<file path="config.mk">
export PLATFORM = sky130hd
export DESIGN_NAME = four_way_cache_tag_plru_top
export DESIGN_NICKNAME = d
export VERILOG_FILES = /design/src/design/fwc_pkg.sv /design/src/design/four_way_cache_tag_plru_top.sv /design/src/design/fwc_ram.sv /design/src/design/fwc_set_index.sv /design/src/design/fwc_lookup.sv
export SDC_FILE = /design/constraint.sdc
export NUM_CORES = 2
export LEC_CHECK = 0
export BUFFER_PORTS_ARGS = -buffer_cell sky130_fd_sc_hd__buf_2
export CORE_ASPECT_RATIO = 1.4
export CORE_UTILIZATION = 50
export DETAILED_ROUTE_END_ITERATION = 7
export GPL_TIMING_DRIVEN = 1
export PLACE_DENSITY = 0.7
export SLEW_MARGIN = 20
export SYNTH_ARGS = -nofsm -noshare
export SYNTH_HDL_FRONTEND = slang
export SYNTH_SLANG_ARGS = --single-unit
</file>
<file path="constraint.sdc">
create_clock -name i_clk -period 10.3 [get_ports i_clk]
set_clock_uncertainty 0.1 [all_clocks]
set_input_delay 1.545 -clock i_clk [delete_from_list [all_inputs] [get_ports i_clk]]
set_output_delay 1.545 -clock i_clk [all_outputs]
set_load 0.01 [all_outputs]
</file>
<file path="src/design/fwc_pkg.sv">
// ----------------------------------------------------------------------------
// fwc_pkg
// Shared types, sizes and replacement tables for the four-way cache tag block.
// ----------------------------------------------------------------------------
package fwc_pkg;

    localparam int NUM_SETS   = 32;
    localparam int NUM_WAYS   = 4;
    localparam int SET_BITS   = (NUM_SETS > 1) ? $clog2(NUM_SETS) : 1;
    localparam int ADDR_W     = 30;
    localparam int TAG_W      = 22;
    localparam int TAG_LSB    = 8;
    localparam int LINE_BITS  = 3;
    localparam int QUOT_W     = ADDR_W - LINE_BITS;
    localparam int CNT_W      = 32;

    localparam bit SETS_POW2  = ((NUM_SETS & (NUM_SETS - 1)) == 0);

    // set index remainder unit, used when the set count is not a power of two
    localparam int MOD_STEP   = 7;
    localparam int MOD_CYCLES = (QUOT_W + MOD_STEP - 1) / MOD_STEP;
    localparam int MOD_W      = MOD_CYCLES * MOD_STEP;
    localparam int MOD_CNT_W  = (MOD_CYCLES > 1) ? $clog2(MOD_CYCLES) : 1;
    localparam logic [SET_BITS:0] SETS_WIDE = (SET_BITS + 1)'(NUM_SETS);

    localparam logic [1:0] VICTIM_OF_STATE [8] = '{
        2'd0, 2'd0, 2'd1, 2'd1, 2'd2, 2'd3, 2'd2, 2'd3
    };

    localparam logic [2:0] PLRU_NEXT [8][4] = '{
        '{3'd6, 3'd4, 3'd1, 3'd0},
        '{3'd7, 3'd5, 3'd1, 3'd0},
        '{3'd6, 3'd4, 3'd3, 3'd2},
        '{3'd7, 3'd5, 3'd3, 3'd2},
        '{3'd6, 3'd4, 3'd1, 3'd0},
        '{3'd7, 3'd5, 3'd1, 3'd0},
        '{3'd6, 3'd4, 3'd3, 3'd2},
        '{3'd7, 3'd5, 3'd3, 3'd2}
    };

    typedef struct packed {
        logic              valid;
        logic              dirty;
        logic [TAG_W-1:0]  tag;
    } t_way_entry;

    typedef struct packed {
        t_way_entry [NUM_WAYS-1:0] ways;
        logic [2:0]                plru;
    } t_set_row;

    localparam int ROW_W = $bits(t_set_row);

    typedef struct packed {
        logic [ADDR_W-1:0] word_address;
        logic              operation;
    } t_item;

    typedef struct packed {
        logic             hit;
        logic [1:0]       way;
        logic             write_back;
        logic [CNT_W-1:0] hit_total;
        logic [CNT_W-1:0] miss_total;
        logic [CNT_W-1:0] write_back_total;
    } t_result;

    typedef struct packed {
        logic       hit;
        logic [1:0] way;
        logic       write_back;
    } t_lookup;

endpackage

</file>
<file path="src/design/four_way_cache_tag_plru_top.sv">
// ----------------------------------------------------------------------------
// four_way_cache_tag_plru_top
// Tag side of a 4-way set-associative write-back cache with tree PLRU.
// ----------------------------------------------------------------------------
// An access is taken when start is high and busy is low. Each set is one row
// of a synchronous RAM (tags, valid and dirty bits of four ways plus the PLRU
// state); the row is read, updated and written back, and the result appears
// on o_result with o_valid high for exactly one cycle, which the receiver
// must take. With a power-of-two set count an access goes through a RAM
// read, then lookup and write back; busy falls as the result is shown, so
// only one access is in flight at a time. Other set counts first run the
// set index remainder unit. After reset the RAM is cleared one row per
// cycle, all NUM_SETS rows, with busy held high.
// ----------------------------------------------------------------------------
module four_way_cache_tag_plru_top (
    input  logic               i_clk,
    input  logic               i_rst_n,
    input  logic               start,
    input  fwc_pkg::t_item     i_item,
    output logic               busy,
    output logic               o_valid,
    output fwc_pkg::t_result   o_result
);

    localparam logic [1:0] S_CLEAR = 2'd0;
    localparam logic [1:0] S_IDLE  = 2'd1;
    localparam logic [1:0] S_MOD   = 2'd2;
    localparam logic [1:0] S_LOOK  = 2'd3;

    logic [1:0]                     r_state;
    logic [1:0]                     n_state;
    logic [fwc_pkg::SET_BITS-1:0]   r_clr_idx;
    logic [fwc_pkg::SET_BITS-1:0]   r_set;
    logic [fwc_pkg::TAG_W-1:0]      r_tag;
    logic                           r_write;
    logic [fwc_pkg::CNT_W-1:0]      r_hit_cnt;
    logic [fwc_pkg::CNT_W-1:0]      r_miss_cnt;
    logic [fwc_pkg::CNT_W-1:0]      r_wb_cnt;
    logic [fwc_pkg::CNT_W-1:0]      n_hit_cnt;
    logic [fwc_pkg::CNT_W-1:0]      n_miss_cnt;
    logic [fwc_pkg::CNT_W-1:0]      n_wb_cnt;
    logic                           r_valid;
    fwc_pkg::t_result               r_result;

    logic                           w_accept;
    logic                           w_set_done;
    logic [fwc_pkg::SET_BITS-1:0]   w_set;
    logic                           w_we;
    logic [fwc_pkg::SET_BITS-1:0]   w_waddr;
    logic [fwc_pkg::ROW_W-1:0]      w_wdata;
    logic [fwc_pkg::ROW_W-1:0]      w_rdata;
    fwc_pkg::t_set_row              w_new_row;
    fwc_pkg::t_lookup               w_look;

    assign busy     = (r_state != S_IDLE);
    assign w_accept = start && !busy;

    fwc_set_index u_set_index (
        .i_clk   (i_clk),
        .i_rst_n (i_rst_n),
        .i_start (w_accept),
        .i_quot  (i_item.word_address[fwc_pkg::ADDR_W-1:fwc_pkg::LINE_BITS]),
        .o_done  (w_set_done),
        .o_set   (w_set)
    );

    fwc_ram #(
        .WIDTH (fwc_pkg::ROW_W),
        .DEPTH (fwc_pkg::NUM_SETS)
    ) u_ram (
        .i_clk   (i_clk),
        .i_we    (w_we),
        .i_waddr (w_waddr),
        .i_wdata (w_wdata),
        .i_raddr (w_set),
        .o_rdata (w_rdata)
    );

    fwc_lookup u_lookup (
        .i_row   (fwc_pkg::t_set_row'(w_rdata)),
        .i_tag   (r_tag),
        .i_write (r_write),
        .o_look  (w_look),
        .o_row   (w_new_row)
    );

    always_comb begin
        w_we    = 1'b0;
        w_waddr = r_set;
        w_wdata = w_new_row;
        if (r_state == S_CLEAR) begin
            w_we    = 1'b1;
            w_waddr = r_clr_idx;
            w_wdata = '0;
        end else if (r_state == S_LOOK) begin
            w_we    = 1'b1;
        end
    end

    always_comb begin
        n_state = r_state;
        unique case (r_state)
            S_CLEAR: begin
                if (r_clr_idx == fwc_pkg::SET_BITS'(fwc_pkg::NUM_SETS - 1)) begin
                    n_state = S_IDLE;
                end
            end
            S_IDLE: begin
                if (w_accept) begin
                    n_state = w_set_done ? S_LOOK : S_MOD;
                end
            end
            S_MOD: begin
                if (w_set_done) begin
                    n_state = S_LOOK;
                end
            end
            S_LOOK: begin
                n_state = S_IDLE;
            end
            default: begin
                n_state = S_CLEAR;
            end
        endcase
    end

    assign n_hit_cnt  = r_hit_cnt + fwc_pkg::CNT_W'(w_look.hit);
    assign n_miss_cnt = r_miss_cnt + fwc_pkg::CNT_W'(!w_look.hit);
    assign n_wb_cnt   = r_wb_cnt + fwc_pkg::CNT_W'(w_look.write_back);

    always_ff @(posedge i_clk) begin
        if (!i_rst_n) begin
            r_state    <= S_CLEAR;
            r_clr_idx  <= '0;
            r_hit_cnt  <= '0;
            r_miss_cnt <= '0;
            r_wb_cnt   <= '0;
            r_valid    <= 1'b0;
        end else begin
            r_state <= n_state;
            r_valid <= (r_state == S_LOOK);
            if (r_state == S_CLEAR) begin
                r_clr_idx <= r_clr_idx + 1'b1;
            end
            if (r_state == S_LOOK) begin
                r_hit_cnt  <= n_hit_cnt;
                r_miss_cnt <= n_miss_cnt;
                r_wb_cnt   <= n_wb_cnt;
            end
        end
    end

    always_ff @(posedge i_clk) begin
        if (w_accept) begin
            r_tag   <= i_item.word_address[fwc_pkg::ADDR_W-1:fwc_pkg::TAG_LSB];
            r_write <= i_item.operation;
        end
        if (w_set_done) begin
            r_set <= w_set;
        end
        if (r_state == S_LOOK) begin
            r_result.hit              <= w_look.hit;
            r_result.way              <= w_look.way;
            r_result.write_back       <= w_look.write_back;
            r_result.hit_total        <= n_hit_cnt;
            r_result.miss_total       <= n_miss_cnt;
            r_result.write_back_total <= n_wb_cnt;
        end
    end

    assign o_valid  = r_valid;
    assign o_result = r_result;

endmodule

</file>
<file path="src/design/fwc_ram.sv">
// ----------------------------------------------------------------------------
// fwc_ram
// Simple dual-port synchronous RAM, one write port and one registered read port.
// ----------------------------------------------------------------------------
module fwc_ram #(
    parameter int WIDTH = 8,
    parameter int DEPTH = 32
) (
    input  logic                     i_clk,
    input  logic                     i_we,
    input  logic [$clog2(DEPTH)-1:0] i_waddr,
    input  logic [WIDTH-1:0]         i_wdata,
    input  logic [$clog2(DEPTH)-1:0] i_raddr,
    output logic [WIDTH-1:0]         o_rdata
);

    logic [WIDTH-1:0] mem [DEPTH];
    logic [WIDTH-1:0] r_rdata;

    always_ff @(posedge i_clk) begin
        if (i_we) begin
            mem[i_waddr] <= i_wdata;
        end
    end

    always_ff @(posedge i_clk) begin
        r_rdata <= mem[i_raddr];
    end

    assign o_rdata = r_rdata;

endmodule

</file>
<file path="src/design/fwc_set_index.sv">
// ----------------------------------------------------------------------------
// fwc_set_index
// Set index from the line address: a bit select for power-of-two set counts,
// otherwise a multi-cycle remainder unit working several bits per cycle.
// ----------------------------------------------------------------------------
module fwc_set_index (
    input  logic                          i_clk,
    input  logic                          i_rst_n,
    input  logic                          i_start,
    input  logic [fwc_pkg::QUOT_W-1:0]    i_quot,
    output logic                          o_done,
    output logic [fwc_pkg::SET_BITS-1:0]  o_set
);

    generate
        if (fwc_pkg::SETS_POW2) begin : g_pow2
            assign o_done = i_start;
            assign o_set  = i_quot[fwc_pkg::SET_BITS-1:0];
        end else begin : g_rem
            logic                           r_run;
            logic [fwc_pkg::MOD_CNT_W-1:0]  r_cnt;
            logic [fwc_pkg::MOD_W-1:0]      r_val;
            logic [fwc_pkg::SET_BITS-1:0]   r_rem;
            logic [fwc_pkg::SET_BITS-1:0]   n_rem;
            logic                           w_last;

            always_comb begin
                logic [fwc_pkg::SET_BITS:0]   t;
                logic [fwc_pkg::SET_BITS-1:0] rem;
                rem = r_rem;
                for (int i = 0; i < fwc_pkg::MOD_STEP; i++) begin
                    t = {rem, r_val[fwc_pkg::MOD_W-1-i]};
                    if (t >= fwc_pkg::SETS_WIDE) begin
                        t = t - fwc_pkg::SETS_WIDE;
                    end
                    rem = t[fwc_pkg::SET_BITS-1:0];
                end
                n_rem = rem;
            end

            assign w_last = (r_cnt == fwc_pkg::MOD_CNT_W'(fwc_pkg::MOD_CYCLES - 1));

            always_ff @(posedge i_clk) begin
                if (!i_rst_n) begin
                    r_run <= 1'b0;
                    r_cnt <= '0;
                end else if (i_start) begin
                    r_run <= 1'b1;
                    r_cnt <= '0;
                end else if (r_run) begin
                    r_run <= !w_last;
                    r_cnt <= r_cnt + 1'b1;
                end
            end

            always_ff @(posedge i_clk) begin
                if (i_start) begin
                    r_val <= fwc_pkg::MOD_W'(i_quot);
                    r_rem <= '0;
                end else if (r_run) begin
                    r_val <= r_val << fwc_pkg::MOD_STEP;
                    r_rem <= n_rem;
                end
            end

            assign o_done = r_run && w_last;
            assign o_set  = n_rem;
        end
    endgenerate

endmodule

</file>
<file path="src/design/fwc_lookup.sv">
// ----------------------------------------------------------------------------
// fwc_lookup
// Tag compare, victim choice and updated set row for one access.
// ----------------------------------------------------------------------------
module fwc_lookup (
    input  fwc_pkg::t_set_row          i_row,
    input  logic [fwc_pkg::TAG_W-1:0]  i_tag,
    input  logic                       i_write,
    output fwc_pkg::t_lookup           o_look,
    output fwc_pkg::t_set_row          o_row
);

    always_comb begin
        logic       hit;
        logic       found;
        logic [1:0] hit_way;
        logic [1:0] free_way;
        logic [1:0] way;
        fwc_pkg::t_set_row row;

        hit      = 1'b0;
        hit_way  = 2'd0;
        found    = 1'b0;
        free_way = 2'd0;
        for (int w = fwc_pkg::NUM_WAYS - 1; w >= 0; w--) begin
            if (i_row.ways[w].valid && (i_row.ways[w].tag == i_tag)) begin
                hit     = 1'b1;
                hit_way = 2'(w);
            end
            if (!i_row.ways[w].valid) begin
                found    = 1'b1;
                free_way = 2'(w);
            end
        end

        if (hit) begin
            way = hit_way;
        end else if (found) begin
            way = free_way;
        end else begin
            way = fwc_pkg::VICTIM_OF_STATE[i_row.plru];
        end

        o_look.hit        = hit;
        o_look.way        = way;
        o_look.write_back = !hit && i_row.ways[way].valid && i_row.ways[way].dirty;

        row = i_row;
        if (!hit) begin
            row.ways[way].valid = 1'b1;
            row.ways[way].dirty = 1'b0;
            row.ways[way].tag   = i_tag;
        end
        row.plru = fwc_pkg::PLRU_NEXT[i_row.plru][way];
        if (i_write) begin
            row.ways[way].dirty = 1'b1;
        end
        o_row = row;
    end

endmodule
</file>
==> results.py <==
metrics = {
    "floorplanning": {
        "die-area_sq_mm": 0.2722,
        "die_h_microns": 616.9,
        "io_pins": 136,
        "rows": 225,
        "design.core.area_sq_mm": 0.2686,
        "die_w_microns": 441.2,
        "initial_core_util_pct": 50.29,
    },
    "synth": {
        "synth_edf_count": 3296,
        "synth.cell_area_sq_mm": 0.1351,
        "synthDistinctLibCells": 51,
        "synth_top_family_by_area": "multiplexers",
        "synth_top_area_cell": "edfxtp_1",
        "synth_cells": 6039,
        "syn-num-nets": 6085,
        "yosys.area_share.adder_pct": 0.1112,
        "synthSimpleGateAreaFrac_pct": 2.474,
        "yosys-top-cells-area": "edfxtp_1 (73%), mux4_2 (17%), dfxtp_1 (3.0%)",
        "yosys_register_bits": 3499,
        "synth.top_cell.area_share_pct": 73.28,
        "synthFlopType": "edfxtp_1",
        "yosys_warnings": 0,
        "avgSynthCellArea_sq_um": 22.36,
        "async_flop_share_pct": 0,
        "synth_compound_area_share_pct": 0.5308,
        "muxShareOfSynthArea_pct": 17.76,
        "yosysSeqAreaShare_pct": 76.29,
        "synthXorXnorAreaFrac_pct": 1.764,
    },
    "power": {
        "peakVddDrop_mv": 0.1787,
        "powerDensity_mw_per_mm2": 189.3,
        "total_power_mw": 28.80,
        "p_leak_nw": 44.98,
    },
    "sta": {
        "final_max_slew_viol_count": 0,
        "fmax_ghz": 0.1524,
        "report.final.setup_viol": 0,
        "tns_ns": 0,
        "rsz0062_at_grt": "no",
        "post-route-period-util_pct": 63.70,
        "tightest_slew_ns": 1.229,
        "max_slew_margin_pct": 18.09,
        "period_needed_ns": 6.561,
        "hold_viol": 0,
    },
    "drt": {
        "routed_wl_mm": 339.8,
        "viasPerCell": 6.445,
        "first_pass_iters": 6,
        "drtIter0Drc": 8659,
        "wl_per_cell_microns": 33.50,
        "vias": 65390,
        "drcViolationCount": 0,
        "drtAntennaViolNets": 0,
    },
    "final_layout": {
        "fin_util_pct": 56.66,
        "drive_gt1_share_pct": 30.89,
        "n_fill_cell": 19030,
        "final_common_cell": "edfxtp_1",
        "final_cell_area_sq_mm": 0.1522,
        "layout_common_cells": "edfxtp_1 (3296), mux4_2 (990), clkbuf_16 (341)",
        "syn2layout_area_growth_pct": 12.68,
        "finalNetCount": 6412,
    },
    "global_routing": {
        "grt_max_degree": 142,
        "grt_usage_pct": 24.90,
        "grt_first_pass_wirelength_mm": 479.9,
        "grt_pass1_vias": 65660,
        "overflow": 0,
        "antenna_found_initial": 21,
    },
    "status": {
        "status": "finished, final reports clean",
    },
    "cts": {
        "clk_pin_slew_ns": 0.06,
        "cts-root-buf": "clkbuf_16",
        "cts_buffers": 328,
        "post_cts_resized": 0,
        "cts_tree": "yes",
        "clk_path_buf_depth": 4,
        "postCtsSetupBuffers": 0,
        "htree_levels": 5,
        "clk_latency_ns": 0.89,
        "cts.sinks": 3499,
        "hold_buffers": 0,
    },
    "setup_path": {
        "cp_top_family": "simple AND/OR/NAND/NOR gates",
        "required_ns": 10.96,
        "cp.buffers_inverters": 1,
        "crit_path_end_kind": "register",
        "cp.arrival_ns": 7.22,
        "slowest_delay_ns": 0.67,
        "slowest_stage": "or4_1",
        "worstSetupPathType": "reg2reg",
        "crit_chain": "xnor2_1, nand2_1, or3b_2, or4_1, a31oi_1, mux2_2, a211oi_1, buf_4, ha_1, nand3_1, or3_1, or4_1, nor4_2, nand4_1, xnor2_1, and2_1",
        "crit_path_start_kind": "register",
        "crit_fanout": 7,
    },
    "place": {
        "portBuffers": 132,
        "dpl_cell_area_sq_mm": 0.1413,
        "gp_congestion": 0.8849,
        "dpl.hpwl_mm": 172.7,
    },
    "run": {
        "drv_cap": 0,
    },
    "min_path": {
        "hp-class": "reg2reg",
    },
}
through the flow:
step           instances  setup WS [ns]  hold slack [ns]
6_report           10150          3.739           0.4338
5_1_grt            10140          3.426           0.4401
4_1_cts            10140          3.834           0.4298
3_5_place_dp        9552          3.865           0.4160
3_3_place_gp        9552          3.918           0.4040
2_1_floorplan       6039          3.839           0.3896
cells by family (layout without fill, tap and decap cells):
family                     count (synthesis)  count (layout)
AOI/OAI and AO/OA                        129             129
other                                      0               5
and+or+nand+nor                          614             614
adders and majority gates                 12              12
muxes                                   1146            1146
buffers and inverters                    367             951
DFF                                     3499            3499
xor gates and xnor gates                 272             272
synthesized netlist by cell type, drive strengths merged (53+ instances only):
cell type and n:
xnor2 171, clkbuf 251, nor2 70, nand2 100, mux2i 55, xor2 101, mux4 990, dfxtp 203
a21oi 53, mux2 101, buf 97, edfxtp 3296, and2 95, nand3 105, nand2b 71
worst register-to-register path: cells and delay by family (launching register included):
family,cells,cell delay [ns]
adder cells (fa/ha/maj),1,0.24
multiplexers,1,0.41
AND/OR/NAND/NOR,9,3.40
flip-flops,1,0.54
AO/OA/AOI/OAI,2,0.87
buffers and inverters,1,0.24
XOR/XNOR,2,0.64
layout make-up:
type	instances	area, sq um	area share (%)
flip-flops and latches	3499	103000	67.71
multi-input cells	2173	31440	20.66
clock buffers	407	8841	5.810
well taps	3518	4402	2.893
repair buffers	345	2476	1.627
clock inverters	180	1894	1.245
inverters	19	71.32	0.04687
diodes	5	12.51	0.008222
metal layers:
layer	up-vias	wire length [microns]	track usage, %
li1	25810	-	-
met1	34980	124400	33.27
met2	3854	170000	41.27
met3	734	31470	4.250
met4	14	13830	8.973
met5	-	90	0
worst paths after layout:
check | from | endpoint | slack [ns] | depth (start not counted)
setup reg to reg | r_tag[0]$_DFFE_PP_ | r_wb_cnt[31]$_SDFFE_PN0P_ | 3.74 | 16
setup / recovery | r_tag[0]$_DFFE_PP_ | r_wb_cnt[31]$_SDFFE_PN0P_ | 3.74 | 16
hold reg to reg | r_hit_cnt[0]$_SDFFE_PN0P_ | r_hit_cnt[0]$_SDFFE_PN0P_ | 0.43 | 2
hold / removal | r_hit_cnt[0]$_SDFFE_PN0P_ | r_hit_cnt[0]$_SDFFE_PN0P_ | 0.43 | 2
registers in the layout, indices dropped and copies added, names as in the netlist:
name	flops
r_hit_cnt	32
u_ram.o_rdata	99
u_ram.mem	3168
r_state	2
r_clr_idx	5
o_result	100
o_valid	1
r_tag	22
r_set	5
r_miss_cnt	32
r_write	1
r_wb_cnt	32
report_power, final:
group          total, mW  switching (mW)  internal [mW]
clock               12.2            5.14           7.07
combinational       1.02           0.624          0.392
sequential          15.6          0.0714           15.5
No activity file was read; power rests on OpenSTA's default activity.
